[src/design/rdx_pkg.sv]
// rdx_pkg: shared constants, types and helpers for the radix digit converter
// used by rdx_base, rdx_div and signed_integer_to_radix_digits; no dependencies

package rdx_pkg;

  localparam int MAX_SYMBOLS = 16;
  localparam int SYM_W       = 8;
  localparam int TAB_W       = MAX_SYMBOLS * SYM_W;
  localparam int IDX_W       = $clog2(MAX_SYMBOLS);
  localparam int LEN_W       = $clog2(MAX_SYMBOLS + 1);
  localparam int NUM_BITS    = 32;
  localparam int CNT_W       = $clog2(NUM_BITS);
  localparam int ND_W        = $clog2(NUM_BITS + 1);
  localparam int STACK_W     = NUM_BITS * IDX_W;
  localparam int CFG_W       = 64;

  localparam logic [SYM_W-1:0] SYM_PLUS  = 8'd43;
  localparam logic [SYM_W-1:0] SYM_MINUS = 8'd45;
  localparam logic [LEN_W-1:0] MIN_BASE  = LEN_W'(2);

  // register indexes on the configuration port
  localparam logic CFG_SYMBOLS_LOW  = 1'b0;
  localparam logic CFG_SYMBOLS_HIGH = 1'b1;

  localparam logic [CFG_W-1:0] SYMBOLS_LOW_RST  = 64'h3736_3534_3332_3130;
  localparam logic [CFG_W-1:0] SYMBOLS_HIGH_RST = 64'h0000_0000_0000_3938;

  typedef struct packed {
    logic             done;
    logic             ok;
    logic [LEN_W-1:0] len;
  } base_status_t;

  typedef struct packed {
    logic                done;
    logic [NUM_BITS-1:0] quo;
    logic [IDX_W-1:0]    rem;
  } div_result_t;

  function automatic logic [SYM_W-1:0] sym_at(input logic [TAB_W-1:0] sym_tab,
                                              input logic [IDX_W-1:0] idx);
    return sym_tab[idx*SYM_W +: SYM_W];
  endfunction

endpackage

[src/design/signed_integer_to_radix_digits.sv]
// signed_integer_to_radix_digits: signed 32-bit number to text in a configured radix
// depends on rdx_pkg, rdx_base, rdx_div
//
//  channel  | dir | handshake         | payload
//  ---------+-----+-------------------+-------------------------------------------
//  s_axis   | in  | s_tvalid/s_tready | s_tdata[31:0] number (signed)
//  m_axis   | out | m_tvalid/m_tready | m_tdata[7:0] out_char, m_tlast last
//  cfg      | in  | cfg_we            | cfg_index (0 symbols_low, 1 symbols_high),
//           |     |                   | cfg_data[63:0]
//
// one request at a time: a scan of the symbol table, then one bit-serial division
// per digit, then one byte per cycle while the output side is ready, a minus sign
// first for a negative number; a symbol table that fails the scan gives no output
// reset (rst, synchronous) restores the decimal symbol table and empties the output
// a stalled output holds its byte; the next request is taken as soon as the
// last byte of the current one is in the output register

module signed_integer_to_radix_digits (
  input  logic                      clk,
  input  logic                      rst,
  input  logic                      s_tvalid,
  output logic                      s_tready,
  input  logic [31:0]               s_tdata,   // [31:0] number
  output logic                      m_tvalid,
  input  logic                      m_tready,
  output logic [7:0]                m_tdata,   // [7:0] out_char
  output logic                      m_tlast,
  input  logic                      cfg_we,
  input  logic                      cfg_index,
  input  logic [rdx_pkg::CFG_W-1:0] cfg_data
);

  typedef enum logic [2:0] {
    IDLE,
    CHECK,
    DIVIDE,
    SIGN,
    EMIT
  } state_t;

  state_t                        state;
  logic [rdx_pkg::CFG_W-1:0]     symbols_low;
  logic [rdx_pkg::CFG_W-1:0]     symbols_high;
  logic [rdx_pkg::TAB_W-1:0]     syms;
  logic                          neg;
  logic [rdx_pkg::NUM_BITS-1:0]  mag;
  logic [rdx_pkg::STACK_W-1:0]   stack;   // digit stack, newest in the low nibble
  logic [rdx_pkg::ND_W-1:0]      nd;
  logic [rdx_pkg::ND_W-1:0]      nd_next;
  logic                          base_start;
  logic                          div_start;
  rdx_pkg::base_status_t         base_st;
  rdx_pkg::div_result_t          div_res;
  logic                          out_free;
  logic                          emit_now;

  assign syms     = {symbols_high, symbols_low};
  assign s_tready = (state == IDLE);
  assign out_free = !m_tvalid || m_tready;
  assign nd_next  = nd + 1'b1;
  // a byte is loaded whenever the output register is free and text is due
  assign emit_now = out_free && (state == SIGN || state == EMIT);

  // configuration registers
  always_ff @(posedge clk) begin
    if (rst) begin
      symbols_low  <= rdx_pkg::SYMBOLS_LOW_RST;
      symbols_high <= rdx_pkg::SYMBOLS_HIGH_RST;
    end else if (cfg_we) begin
      case (cfg_index)
        rdx_pkg::CFG_SYMBOLS_LOW:  symbols_low  <= cfg_data;
        rdx_pkg::CFG_SYMBOLS_HIGH: symbols_high <= cfg_data;
        default: ;
      endcase
    end
  end

  rdx_base u_base (
    .clk    (clk),
    .rst    (rst),
    .start  (base_start),
    .syms   (syms),
    .status (base_st)
  );

  rdx_div u_div (
    .clk      (clk),
    .rst      (rst),
    .start    (div_start),
    .dividend (mag),
    .divisor  (base_st.len),
    .result   (div_res)
  );

  always_ff @(posedge clk) begin
    if (rst) begin
      state      <= IDLE;
      m_tvalid   <= 1'b0;
      base_start <= 1'b0;
      div_start  <= 1'b0;
      nd         <= '0;
    end else begin
      base_start <= 1'b0;
      div_start  <= 1'b0;
      if (emit_now) begin
        m_tvalid <= 1'b1;
      end else if (m_tready) begin
        m_tvalid <= 1'b0;
      end
      case (state)
        IDLE: begin
          if (s_tvalid) begin
            neg        <= s_tdata[31];
            // two's complement magnitude; the most negative value maps to 2^31
            mag        <= s_tdata[31] ? (32'd0 - s_tdata) : s_tdata;
            base_start <= 1'b1;
            state      <= CHECK;
          end
        end
        CHECK: begin
          if (base_st.done) begin
            if (base_st.ok) begin
              nd        <= '0;
              div_start <= 1'b1;
              state     <= DIVIDE;
            end else begin
              state <= IDLE;
            end
          end
        end
        DIVIDE: begin
          if (div_res.done) begin
            stack <= {stack[rdx_pkg::STACK_W-rdx_pkg::IDX_W-1:0], div_res.rem};
            nd    <= nd_next;
            mag   <= div_res.quo;
            if (div_res.quo != '0 && nd_next < rdx_pkg::ND_W'(rdx_pkg::NUM_BITS)) begin
              div_start <= 1'b1;
            end else begin
              state <= neg ? SIGN : EMIT;
            end
          end
        end
        SIGN: begin
          if (out_free) begin
            m_tdata  <= rdx_pkg::SYM_MINUS;
            m_tlast  <= 1'b0;
            state    <= EMIT;
          end
        end
        EMIT: begin
          if (out_free) begin
            m_tdata  <= rdx_pkg::sym_at(syms, stack[rdx_pkg::IDX_W-1:0]);
            m_tlast  <= (nd == rdx_pkg::ND_W'(1));
            stack    <= {{rdx_pkg::IDX_W{1'b0}}, stack[rdx_pkg::STACK_W-1:rdx_pkg::IDX_W]};
            nd       <= nd - 1'b1;
            if (nd == rdx_pkg::ND_W'(1)) begin
              state <= IDLE;
            end
          end
        end
        default: state <= IDLE;
      endcase
    end
  end

endmodule

[src/design/rdx_base.sv]
// rdx_base: base length and serial validity scan of the symbol table
// depends on rdx_pkg

module rdx_base (
  input  logic                      clk,
  input  logic                      rst,
  input  logic                      start,
  input  logic [rdx_pkg::TAB_W-1:0] syms,
  output rdx_pkg::base_status_t     status
);

  logic [rdx_pkg::LEN_W-1:0] len;
  logic [rdx_pkg::IDX_W-1:0] a;
  logic                      busy;
  logic                      bad;
  logic                      done;
  logic                      ok;
  logic [rdx_pkg::SYM_W-1:0] ca;
  logic                      hit;

  // first zero byte ends the base
  always_comb begin
    len = rdx_pkg::LEN_W'(rdx_pkg::MAX_SYMBOLS);
    for (int i = rdx_pkg::MAX_SYMBOLS - 1; i >= 0; i--) begin
      if (rdx_pkg::sym_at(syms, rdx_pkg::IDX_W'(i)) == '0) begin
        len = rdx_pkg::LEN_W'(i);
      end
    end
  end

  // one symbol a cycle against all later ones and against the plus and minus signs
  always_comb begin
    ca  = rdx_pkg::sym_at(syms, a);
    hit = 1'b0;
    if ({1'b0, a} < len) begin
      if (ca == rdx_pkg::SYM_PLUS || ca == rdx_pkg::SYM_MINUS) begin
        hit = 1'b1;
      end
      for (int b = 0; b < rdx_pkg::MAX_SYMBOLS; b++) begin
        if (rdx_pkg::LEN_W'(b) > {1'b0, a} && rdx_pkg::LEN_W'(b) < len &&
            rdx_pkg::sym_at(syms, rdx_pkg::IDX_W'(b)) == ca) begin
          hit = 1'b1;
        end
      end
    end
  end

  always_ff @(posedge clk) begin
    if (rst) begin
      busy <= 1'b0;
      done <= 1'b0;
      bad  <= 1'b0;
      ok   <= 1'b0;
      a    <= '0;
    end else begin
      done <= 1'b0;
      if (start) begin
        busy <= 1'b1;
        bad  <= 1'b0;
        a    <= '0;
      end else if (busy) begin
        bad <= bad | hit;
        a   <= a + 1'b1;
        if (a == rdx_pkg::IDX_W'(rdx_pkg::MAX_SYMBOLS - 1)) begin
          busy <= 1'b0;
          done <= 1'b1;
          ok   <= !(bad | hit) && (len >= rdx_pkg::MIN_BASE);
        end
      end
    end
  end

  assign status.done = done;
  assign status.ok   = ok;
  assign status.len  = len;

endmodule

[src/design/rdx_div.sv]
// rdx_div: bit-serial restoring divider, one quotient bit a cycle
// depends on rdx_pkg

module rdx_div (
  input  logic                         clk,
  input  logic                         rst,
  input  logic                         start,
  input  logic [rdx_pkg::NUM_BITS-1:0] dividend,
  input  logic [rdx_pkg::LEN_W-1:0]    divisor,
  output rdx_pkg::div_result_t         result
);

  logic [rdx_pkg::NUM_BITS-1:0] q;
  logic [rdx_pkg::IDX_W-1:0]    rem;
  logic [rdx_pkg::CNT_W-1:0]    cnt;
  logic                         busy;
  logic                         done;
  logic [rdx_pkg::LEN_W-1:0]    trial;
  logic                         fits;
  logic [rdx_pkg::LEN_W-1:0]    diff;

  assign trial = {rem, q[rdx_pkg::NUM_BITS-1]};
  assign fits  = trial >= divisor;
  assign diff  = trial - divisor;

  always_ff @(posedge clk) begin
    if (rst) begin
      busy <= 1'b0;
      done <= 1'b0;
      cnt  <= '0;
    end else begin
      done <= 1'b0;
      if (start) begin
        busy <= 1'b1;
        cnt  <= '0;
      end else if (busy) begin
        cnt <= cnt + 1'b1;
        if (cnt == rdx_pkg::CNT_W'(rdx_pkg::NUM_BITS - 1)) begin
          busy <= 1'b0;
          done <= 1'b1;
        end
      end
    end
  end

  // datapath, no reset needed
  always_ff @(posedge clk) begin
    if (start) begin
      q   <= dividend;
      rem <= '0;
    end else if (busy) begin
      q   <= {q[rdx_pkg::NUM_BITS-2:0], fits};
      rem <= fits ? diff[rdx_pkg::IDX_W-1:0] : trial[rdx_pkg::IDX_W-1:0];
    end
  end

  assign result.done = done;
  assign result.quo  = q;
  assign result.rem  = rem;

endmodule

[config.mk]
export PLATFORM = sky130hd
export DESIGN_NAME = signed_integer_to_radix_digits
export DESIGN_NICKNAME = d
export VERILOG_FILES = /design/src/design/rdx_pkg.sv /design/src/design/signed_integer_to_radix_digits.sv /design/src/design/rdx_base.sv /design/src/design/rdx_div.sv
export SDC_FILE = /design/constraint.sdc
export NUM_CORES = 1
export LEC_CHECK = 0
export CELL_PAD_IN_SITES_DETAIL_PLACEMENT = 0
export CELL_PAD_IN_SITES_GLOBAL_PLACEMENT = 1
export CORE_MARGIN = 2
export CORE_UTILIZATION = 54
export DETAILED_ROUTE_END_ITERATION = 12
export DONT_BUFFER_PORTS = 1
export GPL_ROUTABILITY_DRIVEN = 0
export HOLD_SLACK_MARGIN = 0.08
export PLACE_DENSITY_LB_ADDON = 0.1
export SYNTH_ARGS = -nofsm -noshare
export SYNTH_HDL_FRONTEND = slang
export SYNTH_HIERARCHICAL = 1
export SYNTH_SLANG_ARGS = --single-unit
[constraint.sdc]
create_clock -name clk -period 13.75 [get_ports clk]
set_input_delay 2.0625 -clock clk [delete_from_list [all_inputs] [get_ports clk]]
set_output_delay 2.0625 -clock clk [all_outputs]
set_load 0.01 [all_outputs]
# Word-level counts from Yosys, hierarchy flattened
# Index checks and enable logic that the tools add are counted.
word_totals:
  ff_bits: 361
  output_inout_bits: 11
classes:
  addsub: 6
  n_lt_le_gt_ge: 34
  eq_ne: 32
  shift: 2
  mux: 80
  bitwise_logic: 7
  reduce_logical: 76
ops:
  columns: ["operator", "count"]
  rows:
  - ["$mux W128", 2]
  - ["$pmux W128 S2", 1]
  - ["$shiftx A128 B8 Y8", 2]
  - ["$mux W32", 5]
  - ["$logic_not A8 Y1", 16]
  - ["$eq A8 B8 Y1", 15]
  - ["$mux W5", 16]
  - ["$pmux W32 S2", 1]
  - ["$lt A4 B5 Y1 const A", 8]
  - ["$mux W1", 34]
  - ["$logic_and A1 B1 Y1", 33]
  - ["$gt A4 B4 Y1 const A", 8]
  - ["$reduce_bool A32 Y1", 1]
  - ["$sub A1 B32 Y32 const A", 1]
  - ["$mux W3", 8]
  - ["$mux W6", 4]
  - ["$lt A3 B5 Y1 const A", 4]
  - ["$pmux W6 S3", 1]
  - ["$eq A8 B6 Y1 const B", 2]
  - ["$gt A3 B4 Y1 const A", 4]
  - ["$mux W8", 2]
  - ["$pmux W8 S2", 1]
  - ["$pmux W3 S5", 1]
  - ["$reduce_and A4 Y1", 3]
  - ["other kinds (37)", 64]

# Longest topological paths before layout
logic_depth:
  depth_word: 39
  depth_mapped: 15
  mapped_depth_nobuf: 13

# Modules after synthesis
# Netlist, hierarchy kept.
modules_own_cells:
  columns: ["module", "instances", "cells_each", "area_each_um2", "seq_area_each_um2"]
  rows:
  - ["signed_integer_to_radix_digits", 1, 1483, 14015.9, 7907.6]
  - ["rdx_base", 1, 563, 4393.0, 160.2]
  - ["rdx_div", 1, 141, 2008.2, 1181.1]

# Least setup slack after synthesis
# OpenSTA, ideal clock, no wires.
synth_timing:
  path_type: "input to register"
  start: "input port rst"
  end: "register stack[0] (netlist bit), enable pin"
  setup_ns: 0.617
  arrival_ns: 7.786
  path_slack_ns: 5.347
  cell_stages: 3
  path_buffers: 2
  cell_sequence: "clkbuf_1 clkbuf_1 nor2_1"
synth_via:
  elab_chain_len: 2
synth_rtl:
  columns: ["element", "line", "source"]
  rows:
  - ["from (decl)", "signed_integer_to_radix_digits.sv:20", "input logic rst,"]
  - ["$not A1 Y1 (no source line)", null, null]
  - ["$reduce_and A4 Y1 (no source line)", null, null]
  - ["to (signal assigned)", "signed_integer_to_radix_digits.sv:133", "stack <= {stack[rdx_pkg::STACK_W-rdx_pkg::IDX_W-1:0], div_res.rem};"]
  - ["to (signal assigned)", "signed_integer_to_radix_digits.sv:154", "stack <= {{rdx_pkg::IDX_W{1'b0}}, stack[rdx_pkg::STACK_W-1:rdx_pkg::IDX_W]};"]
  - ["to (decl)", "signed_integer_to_radix_digits.sv:47", "logic [rdx_pkg::STACK_W-1:0] stack;"]
# Every way passes these cells.
# A chain may end at the register's enable or synchronous reset.

# Worst setup path after layout
layout_timing:
  start: "register u_base/a[1] (netlist bit)"
  end: "register u_base.bad"
layout_via:
  elab_chain_len: 21
  word_cells_on_any_way: 83
  cone_classes: "order compare (16); eq/ne (17); shift (1); mux (17); bitwise (1); reduce/logical (31)"
layout_rtl:
  columns: ["element", "line", "source"]
  rows:
  - ["from (decl)", "rdx_base.sv:13", "logic [rdx_pkg::IDX_W-1:0] a;"]
  - ["from (signal assigned)", "rdx_base.sv:63", "a <= a + 1'b1;"]
  - ["$shiftx A128 B8 Y8", "rdx_pkg.sv:42", "return sym_tab[idx*SYM_W +: SYM_W];"]
  - ["$eq A8 B6 Y1", "rdx_base.sv:36", "if (ca == rdx_pkg::SYM_PLUS || ca == rdx_pkg::SYM_MINUS) begin"]
  - ["$logic_or A1 B1 Y1", "rdx_base.sv:36", null]
  - ["$mux W1", "rdx_base.sv:36", null]
  - ["$mux W1 (15 in a row)", "rdx_base.sv:40", "if (rdx_pkg::LEN_W'(b) > {1'b0, a} && rdx_pkg::LEN_W'(b) < len &&"]
  - ["$mux W1 (*)", "rdx_base.sv:35", "if ({1'b0, a} < len) begin"]
  - ["$or A1 B1 Y1 (*)", "rdx_base.sv:62", "bad <= bad | hit;"]
  - ["to (signal assigned)", "rdx_base.sv:62", null]
  - ["to (decl)", "rdx_base.sv:15", "logic bad;"]
# Mark *: on every way between the ends. The rest lies on a longest branch, timed or not.

==> impl_metrics.ini <==
[status]
outcome = completed

[min_path]
whs_path_depth = 2
hold_class = flip-flop to flip-flop

[worst_setup_path]
cp_data_required_time_ps = 14240
crit_path_max_fanout = 32
rr_worst_depth = 12
cp-end-kind = flip-flop
startpoint_type = flip-flop
critical_path_arrival_ps = 5240
critical_path_class = flip-flop to flip-flop

[yosys]
synth_edf_count = 202
syn_inst = 2187
syn_area_um2 = 20400
synth_seq_cells = 361
async_flop_share = 0
syn_area_per_cell_um2 = 9.34
ys_types = 92
seq_area_frac_synth = 0.453
synth_fp_nets = 2307
ys.flop_type = edfxtp_1
ys_warn_count = 6

[cells_and_area]
seqCellArea_um2 = 9250
most-common-layout-cells = 716 x nand2_1, 202 x edfxtp_1, 158 x dfxtp_1
multi_input_area_um2 = 10500
fillers = 3305
layout.nets = 2228
area_growth_pct = 7.18
final_common_cell = nand2_1
postLayoutCoreUtil = 0.584
drive_above_1_share = 0.103

[power]
p_total_mw = 2.88
powerDensity_nw_per_um2 = 132
irDropWorstVdd_v = 0.000100
p_leak_nw = 7.96

[floorplan]
core-area_um2 = 37500
die_area_um2 = 39400
rows = 71
dieWidth_um = 198
ios = 113
die_y_um = 198
initial_utilization = 0.545

[clock_network]
cts-root-buf = clkbuf_16
cts_tree = yes
cts.sinks = 361
cts_resized = 0
clkSlewWorstSetupHoldPaths_ps = 70
htreeDepth = 2
insertion_delay_ps = 560
cts_buffer_depth = 3
cts_buffers = 39
postCtsSetupRepairBufs = 0
ctsHoldBuffers = 0

[placement]
io_buffer_count = 0
dp_slack_ps = 9090
place_hpwl_um = 39700

[timing]
clock.fmax_ghz = 0.211
worstMarginPinSlew_ps = 1140
setup_viol = 0
finalSetupTns_ps = 0
finalHoldViolCount = 0
period_minus_slack_ps = 4750
slew_viol_final = 0
skew_ps = 19.2
rsz0062_at_grt = no
maxSlewHeadroom = 0.240
worst_slack_ps = 9000
timing.final.crit_share = 0.345

[drt]
vias = 16400
dr.pass1.iters = 6
drtIter0Drc = 2059
ant_nets = 0
post-route-drc-count = 0
wire_per_inst_um = 21.9
wirelength_um = 58000
via_per_inst = 6.20

[job]
cap_viol_max_count = 0

[grt]
grt_overflow = 0
grt_usage = 0.296
grt_max_degree = 151
grt_pass1_wl_um = 89900
grt_pass1_vias = 15500
antenna_found_initial = 2
==> stage by stage <==
stage,instances,area [µm²],hold slack [ps]
after CTS,2647,21900,464
final,2648,21900,479
after floorplan,2187,20400,426
after detailed placement,2578,20700,454
after global routing,2647,21900,494
after global placement,2578,20700,444
==> area by class of cell <==
class                      count  area share
antenna                        1    0.000114
clock buffer                  60      0.0524
clock inverter                 9     0.00349
inverter                      24     0.00412
multi-input combinational   1660       0.480
sequential                   361       0.423
tap                          511      0.0292
timing repair buffer          22     0.00755
==> layer usage <==
layer,vias up,track usage,routed length [µm]
met5,-,0,0
met4,0,0.117,2180
met3,167,0.0778,6530
met2,828,0.433,24800
met1,7908,0.419,24500
li1,7516,-,-
==> path summary, 6_finish.rpt <==
path	start	endpoint	slack [ps]
worst max-delay path	u_base/a[1]	u_base/bad	9000
worst min-delay path	u_base/bad	u_base/bad	480
worst max register to register	u_base/a[1]	u_base/bad	9000
worst min register to register	u_base/bad	u_base/bad	480
==> Yosys cell counts, types with 9 or more instances <==
master / n / share of area
a22oi_1: 10 / 0.0037
nand3b_1: 36 / 0.013
xor2_1: 100 / 0.043
a21oi_1: 125 / 0.031
ha_1: 17 / 0.010
o21ai_0: 52 / 0.013
nor2b_1: 12 / 0.0037
mux2_2: 34 / 0.019
or2_2: 10 / 0.0031
mux2i_1: 48 / 0.024
edfxtp_1: 202 / 0.30
buf_2: 12 / 0.0029
nand2b_1: 11 / 0.0034
nand2_1: 717 / 0.13
nor2_1: 63 / 0.012
o31ai_1: 13 / 0.0048
clkbuf_1: 93 / 0.017
nand4_1: 19 / 0.0058
or4_1: 14 / 0.0051
buf_4: 9 / 0.0033
inv_1: 23 / 0.0042
o2111ai_1: 11 / 0.0047
nor3_1: 21 / 0.0051
nand3_1: 22 / 0.0054
nor4_1: 55 / 0.017
buf_1: 22 / 0.0040
and2_1: 10 / 0.0031
dfxtp_1: 159 / 0.16
mux4_2: 57 / 0.063
xnor2_1: 69 / 0.030
or3_1: 10 / 0.0031
==> sequential cells by signal, indices dropped and copies added (netlist names), 5 cells and up <==
name          count
stack           128
nd                6
symbols_high     64
mag              32
m_tdata           8
symbols_low      64
u_div/cnt         5
u_div/q          32
==> cell families after synthesis <==
| kind of cell | Yosys count | synth area share |
|---|---|---|
| AOI/OAI and AO/OA | 288 | 0.0906 |
| xor gates and xnor gates | 169 | 0.0725 |
| adders and majority gates | 18 | 0.0114 |
| buffers and inverters | 166 | 0.0348 |
| DFF | 361 | 0.453 |
| muxes | 144 | 0.109 |
| and+or+nand+nor | 1041 | 0.229 |
==> where the power goes <==
part	total [mW]	leakage, nW	internal (mW)	switching (mW)
Combinational	0.553	4.24	0.212	0.342
Clock	1.01	0.592	0.592	0.419
Sequential	1.32	3.13	1.23	0.0860
==> worst max-delay path, stage by stage (launching register included) <==
cell and delay [ps]:
dfxtp_2 820, buf_4 590, mux4_2 580, mux2i_1 600
mux2i_1 460, buf_4 300, xnor2_1 140, o2111ai_1 140
or4_1 580, o41a_1 150, nand4_1 90, nor4_1 60
o21ai_1 130
Power figures use the tool's default switching activity.
